[src/design/sat_pkg.sv]
package sat_pkg;

	localparam int MAX_SECTIONS_DEF = 16;
	localparam int CFG_DATA_W = 32;
	localparam int CFG_INDEX_W = 2;

	localparam logic [CFG_INDEX_W-1:0] CFG_ALIGN = 2'd0;
	localparam logic [CFG_INDEX_W-1:0] CFG_COUNT = 2'd1;

	localparam logic [1:0] REQ_LOAD = 2'd0;
	localparam logic [1:0] REQ_RVA  = 2'd1;
	localparam logic [1:0] REQ_OFF  = 2'd2;

	localparam logic [31:0] ALIGN_RESET = 32'd4096;

	typedef struct packed {
		logic [1:0]  req_type;
		logic [31:0] lookup_address;
		logic [3:0]  entry_slot;
		logic [31:0] entry_virtual_start;
		logic [31:0] entry_virtual_size;
		logic [31:0] entry_raw_start;
		logic [31:0] entry_raw_size;
	} sat_in_t;

	typedef struct packed {
		logic [31:0] translated_address;
		logic        section_hit;
		logic [3:0]  hit_slot;
	} sat_out_t;

	typedef struct packed {
		logic [31:0] virtual_start;
		logic [31:0] virtual_size;
		logic [31:0] raw_start;
		logic [31:0] raw_size;
	} sat_entry_t;

endpackage

[src/design/sat_ram.sv]
module sat_ram #(
	parameter int WIDTH = 128,
	parameter int DEPTH = 16,
	localparam int AW = (DEPTH > 1) ? $clog2(DEPTH) : 1
) (
	input  logic             clk,
	input  logic             we,
	input  logic [AW-1:0]    waddr,
	input  logic [WIDTH-1:0] wdata,
	input  logic             re,
	input  logic [AW-1:0]    raddr,
	output logic [WIDTH-1:0] rdata
);

	logic [WIDTH-1:0] mem [DEPTH];

	always_ff @(posedge clk) begin
		if (we) begin
			mem[waddr] <= wdata;
		end
		if (re) begin
			rdata <= mem[raddr];
		end
	end

endmodule

[src/design/section_address_translator_core.sv]
// Load: written to the descriptor memory at its acceptance edge if its slot is in range;
// one transfer per cycle while no lookup is in progress. Lookup: one descriptor read per
// cycle, stopping at the first slot whose end exceeds the address; the hit or miss is
// registered, then the result is offered, after any stalled earlier result has gone.
// Address zero skips the walk and misses. The next transfer can be taken once it is offered.
// Reset clears control, sets alignment to 4096 and count to zero; descriptors are kept.
module section_address_translator_core
	import sat_pkg::*;
#(
	parameter int MAX_SECTIONS = MAX_SECTIONS_DEF
) (
	input  logic                   clk,
	input  logic                   arst_n,
	input  logic                   in_valid,
	output logic                   in_stall,
	input  sat_in_t                in_data,
	output logic                   out_valid,
	input  logic                   out_stall,
	output sat_out_t               out_data,
	input  logic                   cfg_wr_en,
	input  logic [CFG_INDEX_W-1:0] cfg_index,
	input  logic [CFG_DATA_W-1:0]  cfg_wr_data
);

	localparam int IDX_W = (MAX_SECTIONS > 1) ? $clog2(MAX_SECTIONS) : 1;
	localparam int CNT_W = $clog2(MAX_SECTIONS + 1);
	localparam int ENT_W = $bits(sat_entry_t);

	typedef enum logic [1:0] {
		ST_IDLE,
		ST_WALK,
		ST_CALC
	} state_t;

	state_t          state_q;
	logic [31:0]     align_m1_q;
	logic [4:0]      count_q;
	logic [CNT_W-1:0] n_q;
	logic [CNT_W-1:0] n_c;
	logic [CNT_W-1:0] rd_idx_q;
	logic            dir_rva_q;
	logic [31:0]     addr_q;
	logic            v_s1;
	logic [IDX_W-1:0] idx_s1;
	logic            v_s2;
	logic [IDX_W-1:0] idx_s2;
	logic [31:0]     key_s2;
	logic [31:0]     other_s2;
	logic [31:0]     size_s2;
	logic            hit_q;
	logic [31:0]     diff_q;
	logic [31:0]     other_q;
	logic [3:0]      slot_q;
	logic            out_valid_q;
	sat_out_t        out_data_q;

	logic            in_accept;
	logic            ram_we;
	logic            ram_re;
	logic            issuing;
	sat_entry_t      ram_wdata;
	sat_entry_t      rd_entry;
	logic [ENT_W-1:0] ram_rdata;
	logic [31:0]     key_s1;
	logic [31:0]     other_s1;
	logic [31:0]     size_s1;
	logic [31:0]     end_s2;
	logic            found;

	assign in_stall  = (state_q != ST_IDLE);
	assign in_accept = in_valid && !in_stall;
	assign out_valid = out_valid_q;
	assign out_data  = out_data_q;

	assign ram_we = in_accept && (in_data.req_type == REQ_LOAD) &&
		(32'(in_data.entry_slot) < 32'(MAX_SECTIONS));
	assign ram_wdata.virtual_start = in_data.entry_virtual_start;
	assign ram_wdata.virtual_size  = in_data.entry_virtual_size;
	assign ram_wdata.raw_start     = in_data.entry_raw_start;
	assign ram_wdata.raw_size      = in_data.entry_raw_size;

	assign issuing = (rd_idx_q < n_q);
	assign ram_re  = (state_q == ST_WALK) && issuing;

	sat_ram #(
		.WIDTH(ENT_W),
		.DEPTH(MAX_SECTIONS)
	) u_ram (
		.clk  (clk),
		.we   (ram_we),
		.waddr(IDX_W'(in_data.entry_slot)),
		.wdata(ram_wdata),
		.re   (ram_re),
		.raddr(rd_idx_q[IDX_W-1:0]),
		.rdata(ram_rdata)
	);

	always_comb begin
		if (32'(count_q) > 32'(MAX_SECTIONS)) begin
			n_c = CNT_W'(MAX_SECTIONS);
		end else begin
			n_c = CNT_W'(count_q);
		end
	end

	always_comb begin
		rd_entry = sat_entry_t'(ram_rdata);
		if (dir_rva_q) begin
			key_s1   = rd_entry.virtual_start;
			other_s1 = rd_entry.raw_start;
			size_s1  = (rd_entry.virtual_size + align_m1_q) & ~align_m1_q;
		end else begin
			key_s1   = rd_entry.raw_start;
			other_s1 = rd_entry.virtual_start;
			size_s1  = rd_entry.raw_size;
		end
	end

	assign end_s2 = key_s2 + size_s2;
	assign found  = v_s2 && (addr_q < end_s2);

	always_ff @(posedge clk or negedge arst_n) begin
		if (!arst_n) begin
			align_m1_q <= ALIGN_RESET - 32'd1;
			count_q    <= '0;
		end else if (cfg_wr_en) begin
			case (cfg_index)
				CFG_ALIGN: align_m1_q <= cfg_wr_data - 32'd1;
				CFG_COUNT: count_q    <= cfg_wr_data[4:0];
				default: ;
			endcase
		end
	end

	always_ff @(posedge clk) begin
		idx_s1   <= rd_idx_q[IDX_W-1:0];
		idx_s2   <= idx_s1;
		key_s2   <= key_s1;
		other_s2 <= other_s1;
		size_s2  <= size_s1;
	end

	always_ff @(posedge clk or negedge arst_n) begin
		if (!arst_n) begin
			state_q     <= ST_IDLE;
			rd_idx_q    <= '0;
			n_q         <= '0;
			dir_rva_q   <= 1'b0;
			addr_q      <= '0;
			v_s1        <= 1'b0;
			v_s2        <= 1'b0;
			hit_q       <= 1'b0;
			diff_q      <= '0;
			other_q     <= '0;
			slot_q      <= '0;
			out_valid_q <= 1'b0;
			out_data_q  <= '0;
		end else begin
			if (out_valid_q && !out_stall && (state_q != ST_CALC)) begin
				out_valid_q <= 1'b0;
			end
			case (state_q)
				ST_IDLE: begin
					if (in_accept && ((in_data.req_type == REQ_RVA) ||
						(in_data.req_type == REQ_OFF))) begin
						dir_rva_q <= (in_data.req_type == REQ_RVA);
						addr_q    <= in_data.lookup_address;
						rd_idx_q  <= '0;
						n_q       <= n_c;
						if (in_data.lookup_address == 32'd0) begin
							hit_q   <= 1'b0;
							state_q <= ST_CALC;
						end else begin
							state_q <= ST_WALK;
						end
					end
				end
				ST_WALK: begin
					v_s1 <= issuing && !found;
					v_s2 <= v_s1 && !found;
					if (issuing && !found) begin
						rd_idx_q <= rd_idx_q + CNT_W'(1);
					end
					if (found) begin
						hit_q   <= !(addr_q < key_s2);
						diff_q  <= addr_q - key_s2;
						other_q <= other_s2;
						slot_q  <= 4'(idx_s2);
						state_q <= ST_CALC;
					end else if (!issuing && !v_s1 && !v_s2) begin
						hit_q   <= 1'b0;
						state_q <= ST_CALC;
					end
				end
				ST_CALC: begin
					if (!out_valid_q || !out_stall) begin
						out_valid_q <= 1'b1;
						if (hit_q) begin
							out_data_q.translated_address <= diff_q + other_q;
							out_data_q.hit_slot           <= slot_q;
						end else begin
							out_data_q.translated_address <= dir_rva_q ? addr_q : 32'd0;
							out_data_q.hit_slot           <= 4'd0;
						end
						out_data_q.section_hit <= hit_q;
						state_q <= ST_IDLE;
					end
				end
				default: begin
					state_q <= ST_IDLE;
				end
			endcase
		end
	end

endmodule

[config.mk]
export PLATFORM = sky130hd
export DESIGN_NAME = section_address_translator_core
export DESIGN_NICKNAME = d
export VERILOG_FILES = /design/src/design/sat_pkg.sv /design/src/design/sat_ram.sv /design/src/design/section_address_translator_core.sv
export SDC_FILE = /design/constraint.sdc
export NUM_CORES = 2
export LEC_CHECK = 0
export ABC_CLOCK_PERIOD_IN_PS = 33400
export BUFFER_PORTS_ARGS = -buffer_cell sky130_fd_sc_hd__buf_2
export CORE_ASPECT_RATIO = 0.7
export CORE_MARGIN = 3
export CORE_UTILIZATION = 56
export DETAILED_ROUTE_END_ITERATION = 12
export PLACE_DENSITY = 0.74
export SLEW_MARGIN = 20
export SYNTH_ARGS = -nofsm -noshare
export SYNTH_HDL_FRONTEND = slang
export SYNTH_SLANG_ARGS = --single-unit
[constraint.sdc]
create_clock -name clk -period 33.4 [get_ports clk]
set_input_delay 0 -clock clk [delete_from_list [all_inputs] [get_ports clk]]
set_output_delay 0 -clock clk [all_outputs]
set_load 0.005 [all_outputs]
==> summary.md <==
| Metric | Value |
|---|---|
| Status | `complete, no violations` |
| WP buf/inv | `1` |
| Reg2reg start | `key_s2[7]` |
| Biggest area consumer among synthesized cells | `edfxtp_1` |
| Largest net degree at the start of global routing | `142` |
| Post-DR wirelength/cell | `a little under 30 um` |
| First-pass GRT wire length | `390 mm` |
| Dominant synthesized flop cell | `edfxtp_1` |
| Asr flop ratio synth | `7.73%` |
| Remaining DRCs | `0` |
| Hold Slack | `54.3 ps` |
| Row count | `129` |
| Final Critical Period | `5530 ps` |
| Launch point of the critical path | `key_s2[7]` |
| Cell depth of the worst setup path | `18` |
| Share of cells above drive strength 1 | `18.2%` |
| Worst Hold Class | `in -> reg` |
| Starting Density | `56.5%` |
| Routed Wire Length | `~270 mm` |
| Netlist cell types | `90` |
| Core Util, Final | `64.8%` |
| Worst Path Max Fanout | `102` |
| End of the critical path | `other_q[4]` |
| H-tree depth | `4` |
| Post-synthesis cell area | `100,000 sq um` |
| Die Height | `between 300 and 400 um` |
| Ports | `244` |
| Number of global-route vias before repair | `57,011` |
| Largest delay share family, worst path | `compound AO/OA/AOI/OAI gates` |
| Net Count, Synth | `~6,300` |
| GRT Total Usage | `28.8%` |
| Latest clock arrival within the worst-skew pair | `880 ps` |
| Initial antenna violation count | `36` |
| Crit path required time | `34,130 ps` |
| Synth area leaders | `edfxtp_1 (65%), mux4_2 (5.8%), dfrtp_1 (4.5%)` |
| Unrepaired setup endpoints after global routing | `false` |
| Count leader, synth | `edfxtp_1` |
| Clock skew | `93.5 ps` |
| Final Hold Vio Count | `0` |
| WS Path Type | `reg -> reg` |
| PwrDens | `82.8 nW/um^2` |
| Synth Register Bits | `2,471` |
| Layout area overhead | `14.6%` |
| CP peak stage delay | `around 740 ps` |
| Worst vdd ir | `0.0745 mV` |
| Vias | `58,091` |
| Flop-to-flop setup slack | `approximately 28,000 ps` |
| CP Capture Type | `register` |
| Critical Path, Cell by Cell | `ha_1, a21o_1, a211oi_1, nand3_1, a31o_2, a32oi_1, o21ai_1, a31oi_1, a21oi_1, xnor2_1, ha_1, nand4_1, nor4_1, a21oi_1, o211a_2, a21bo_4, buf_4, mux2_2` |
| Slew margin rel. | `25.5%` |
| LEAKAGE | `39.9 nW` |
| Tcrit/Tclk final | `~17%` |
| Worst R2R Path Depth | `18` |
| Worst r2r dst | `other_q[4]` |
| HPWL after DPL | `152 mm` |
| Hold_buf cts | `approximately 350` |
| Root Buffer | `clkbuf_16` |
| IO Port Bufs | `243` |
| Post-synth EDFFs | `approximately 2,200` |
| Area fraction of the dominant cell type after synthesis | `65.3%` |
| First-pass DRT Iterations | `6` |
| Pin slew with the least headroom to its limit | `1120 ps` |
| Total gr overflow | `0` |
| Commonest cells in the netlist | `edfxtp_1 (2,176), nand2_1 (407), mux2i_1 (387)` |
| Ys Warns | `0` |
| Slowest CP cell | `buf_4` |
| Placed cells | `8,321` |
| # setup viols final | `0` |
| Setup bufs post-CTS | `0` |
| Die area | `184,000 sq um` |
| Final Wtd Congestion | `approximately 0.93` |
| Detailed Route Iter0 Violations | `7,558` |
| Final #Nets | `6,899` |
| Sum Neg Setup Slack | `0 ps` |
| Design Power | `0.00950 W` |
| Routed Antenna Nets | `0` |
| Seq/Total Area, Yosys | `72.2%` |
| Sequential cell area | `approximately 72,000 sq um` |
| Post-Syn Instances | `5,917` |
| Critical path arrival | `around 6300 ps` |
| Num CTS Buffers | `217` |
| Reg clk slew, reported paths | `about 70 ps` |
| Filler cell count in the final layout | `11,808` |
| Final Non-Filler Cells | `9,088` |
| Final Max Slew Viols | `0` |
| CTS tree | `yes` |
| Fmax | `181 MHz` |
| Routed vias/inst | `between 6 and 7` |
| Multi-input gate area | `roughly 27,000 sq um` |
| Setup crit start kind | `register` |
| Clock sinks | `about 2,500` |
| Syn Area/Cell | `around 17 sq um` |
| Core box area | `177,000 sq um` |
| CTS max path bufs | `3` |
| Post-CTS Resized | `0` |
| Die width | `between 500 and 600 um` |
| MaxCap Viol Count | `0` |
[logic make-up (layout without fill, tap and decap cells)]
logic type,Yosys count,count (layout),synth area share [%]
AOI/OAI and AO/OA,1155,1155,7.38
xor gates and xnor gates,142,142,1.24
adders and majority gates,167,167,2.12
buffers and inverters,354,1157,1.39
DFF,2471,2471,72.2
muxes,879,879,12.3
other,0,10,0
and+or+nand+nor,749,749,3.39
[registers in the layout, indices dropped and copies added, names as in the netlist, 2 cells and up]
name,cells
key_s2,32
out_data,37
u_ram.rdata,128
other_q,32
state_q,2
rd_idx_q,5
align_m1_q,32
idx_s2,4
u_ram.mem,2048
count_q,5
addr_q,32
idx_s1,4
n_q,5
diff_q,32
size_s2,32
slot_q,4
other_s2,32
[power by group]
group          internal [W]  total, W  leakage, nW  switching (W)
clock network       0.00138   0.00252         3.47        0.00114
logic               0.00126   0.00300         13.6        0.00174
registers           0.00368   0.00398         22.8       0.000299
total               0.00632   0.00950         39.9        0.00318
[cells in the final DEF (no fill, tap or decap), types with 69 or more instances in the layout]
cell              n
a21o_1           92
a21oi_1         247
a221oi_1        150
a22oi_1         130
buf_2           242
buf_4            76
clkbuf_16       218
dfrtp_1         174
dfxtp_1         104
dlygate4sd3_1   344
edfxtp_1       2176
ha_1            163
inv_1            69
mux2_2          232
mux2i_1         387
mux4_2          259
nand2_1         406
nor2_1          108
o21ai_0         376
xnor2_1          77
[layer usage]
layer  up-vias  global-route usage, %  share of wire (%)
li1      24720                      -                  -
met1     29596                   41.4                 40
met2      3291                   44.6                 46
met3       464                   6.54                 11
met4        20                   8.48                3.0
met5         -                      0              0.051
[layout make-up]
class                      instances  share of cell area [%]
tap                             2358                    2.57
clock inverter                   138                    1.25
clock buffer                     274                    4.99
inverter                          71                   0.237
timing repair buffer             674                    4.76
sequential                      2471                    63.0
antenna                           10                  0.0218
multi-input combinational       3092                    23.2
[worst min-delay path by stage]
stage	startpoint	end	slack, ps	cells past startpoint
2_1_floorplan	arst_n	addr_q[0]	-300	0
3_3_place_gp	arst_n	out_data[1]	110	1
3_5_place_dp	arst_n	out_data[1]	110	1
4_1_cts	in_data[95]	u_ram.mem[2][95]	0.9	2
5_1_grt	in_data[81]	u_ram.mem[1][81]	30	2
6_report	in_data[7]	u_ram.mem[11][7]	50	2
[worst reg2reg max path, delay by kind of cell, from the launching register on]
kind                       cells  cell delay, ps
buffers and inverters          1             740
adders and majority gates      2             670
AOI/OAI and AO/OA             10            2260
DFF                            1             320
and+or+nand+nor                3             750
xor gates and xnor gates       1             150
muxes                          1             520
[through the flow]
stage / worst slack (ps) / instance area [sq um]
CTS: 27930 / 115000
global placement: 28170 / 104000
global route: 27530 / 115000
finish: 27870 / 115000
detailed placement: 27960 / 104000
floorplan: 22820 / 100000
Note: power is estimated with default switching activity, not from simulation.
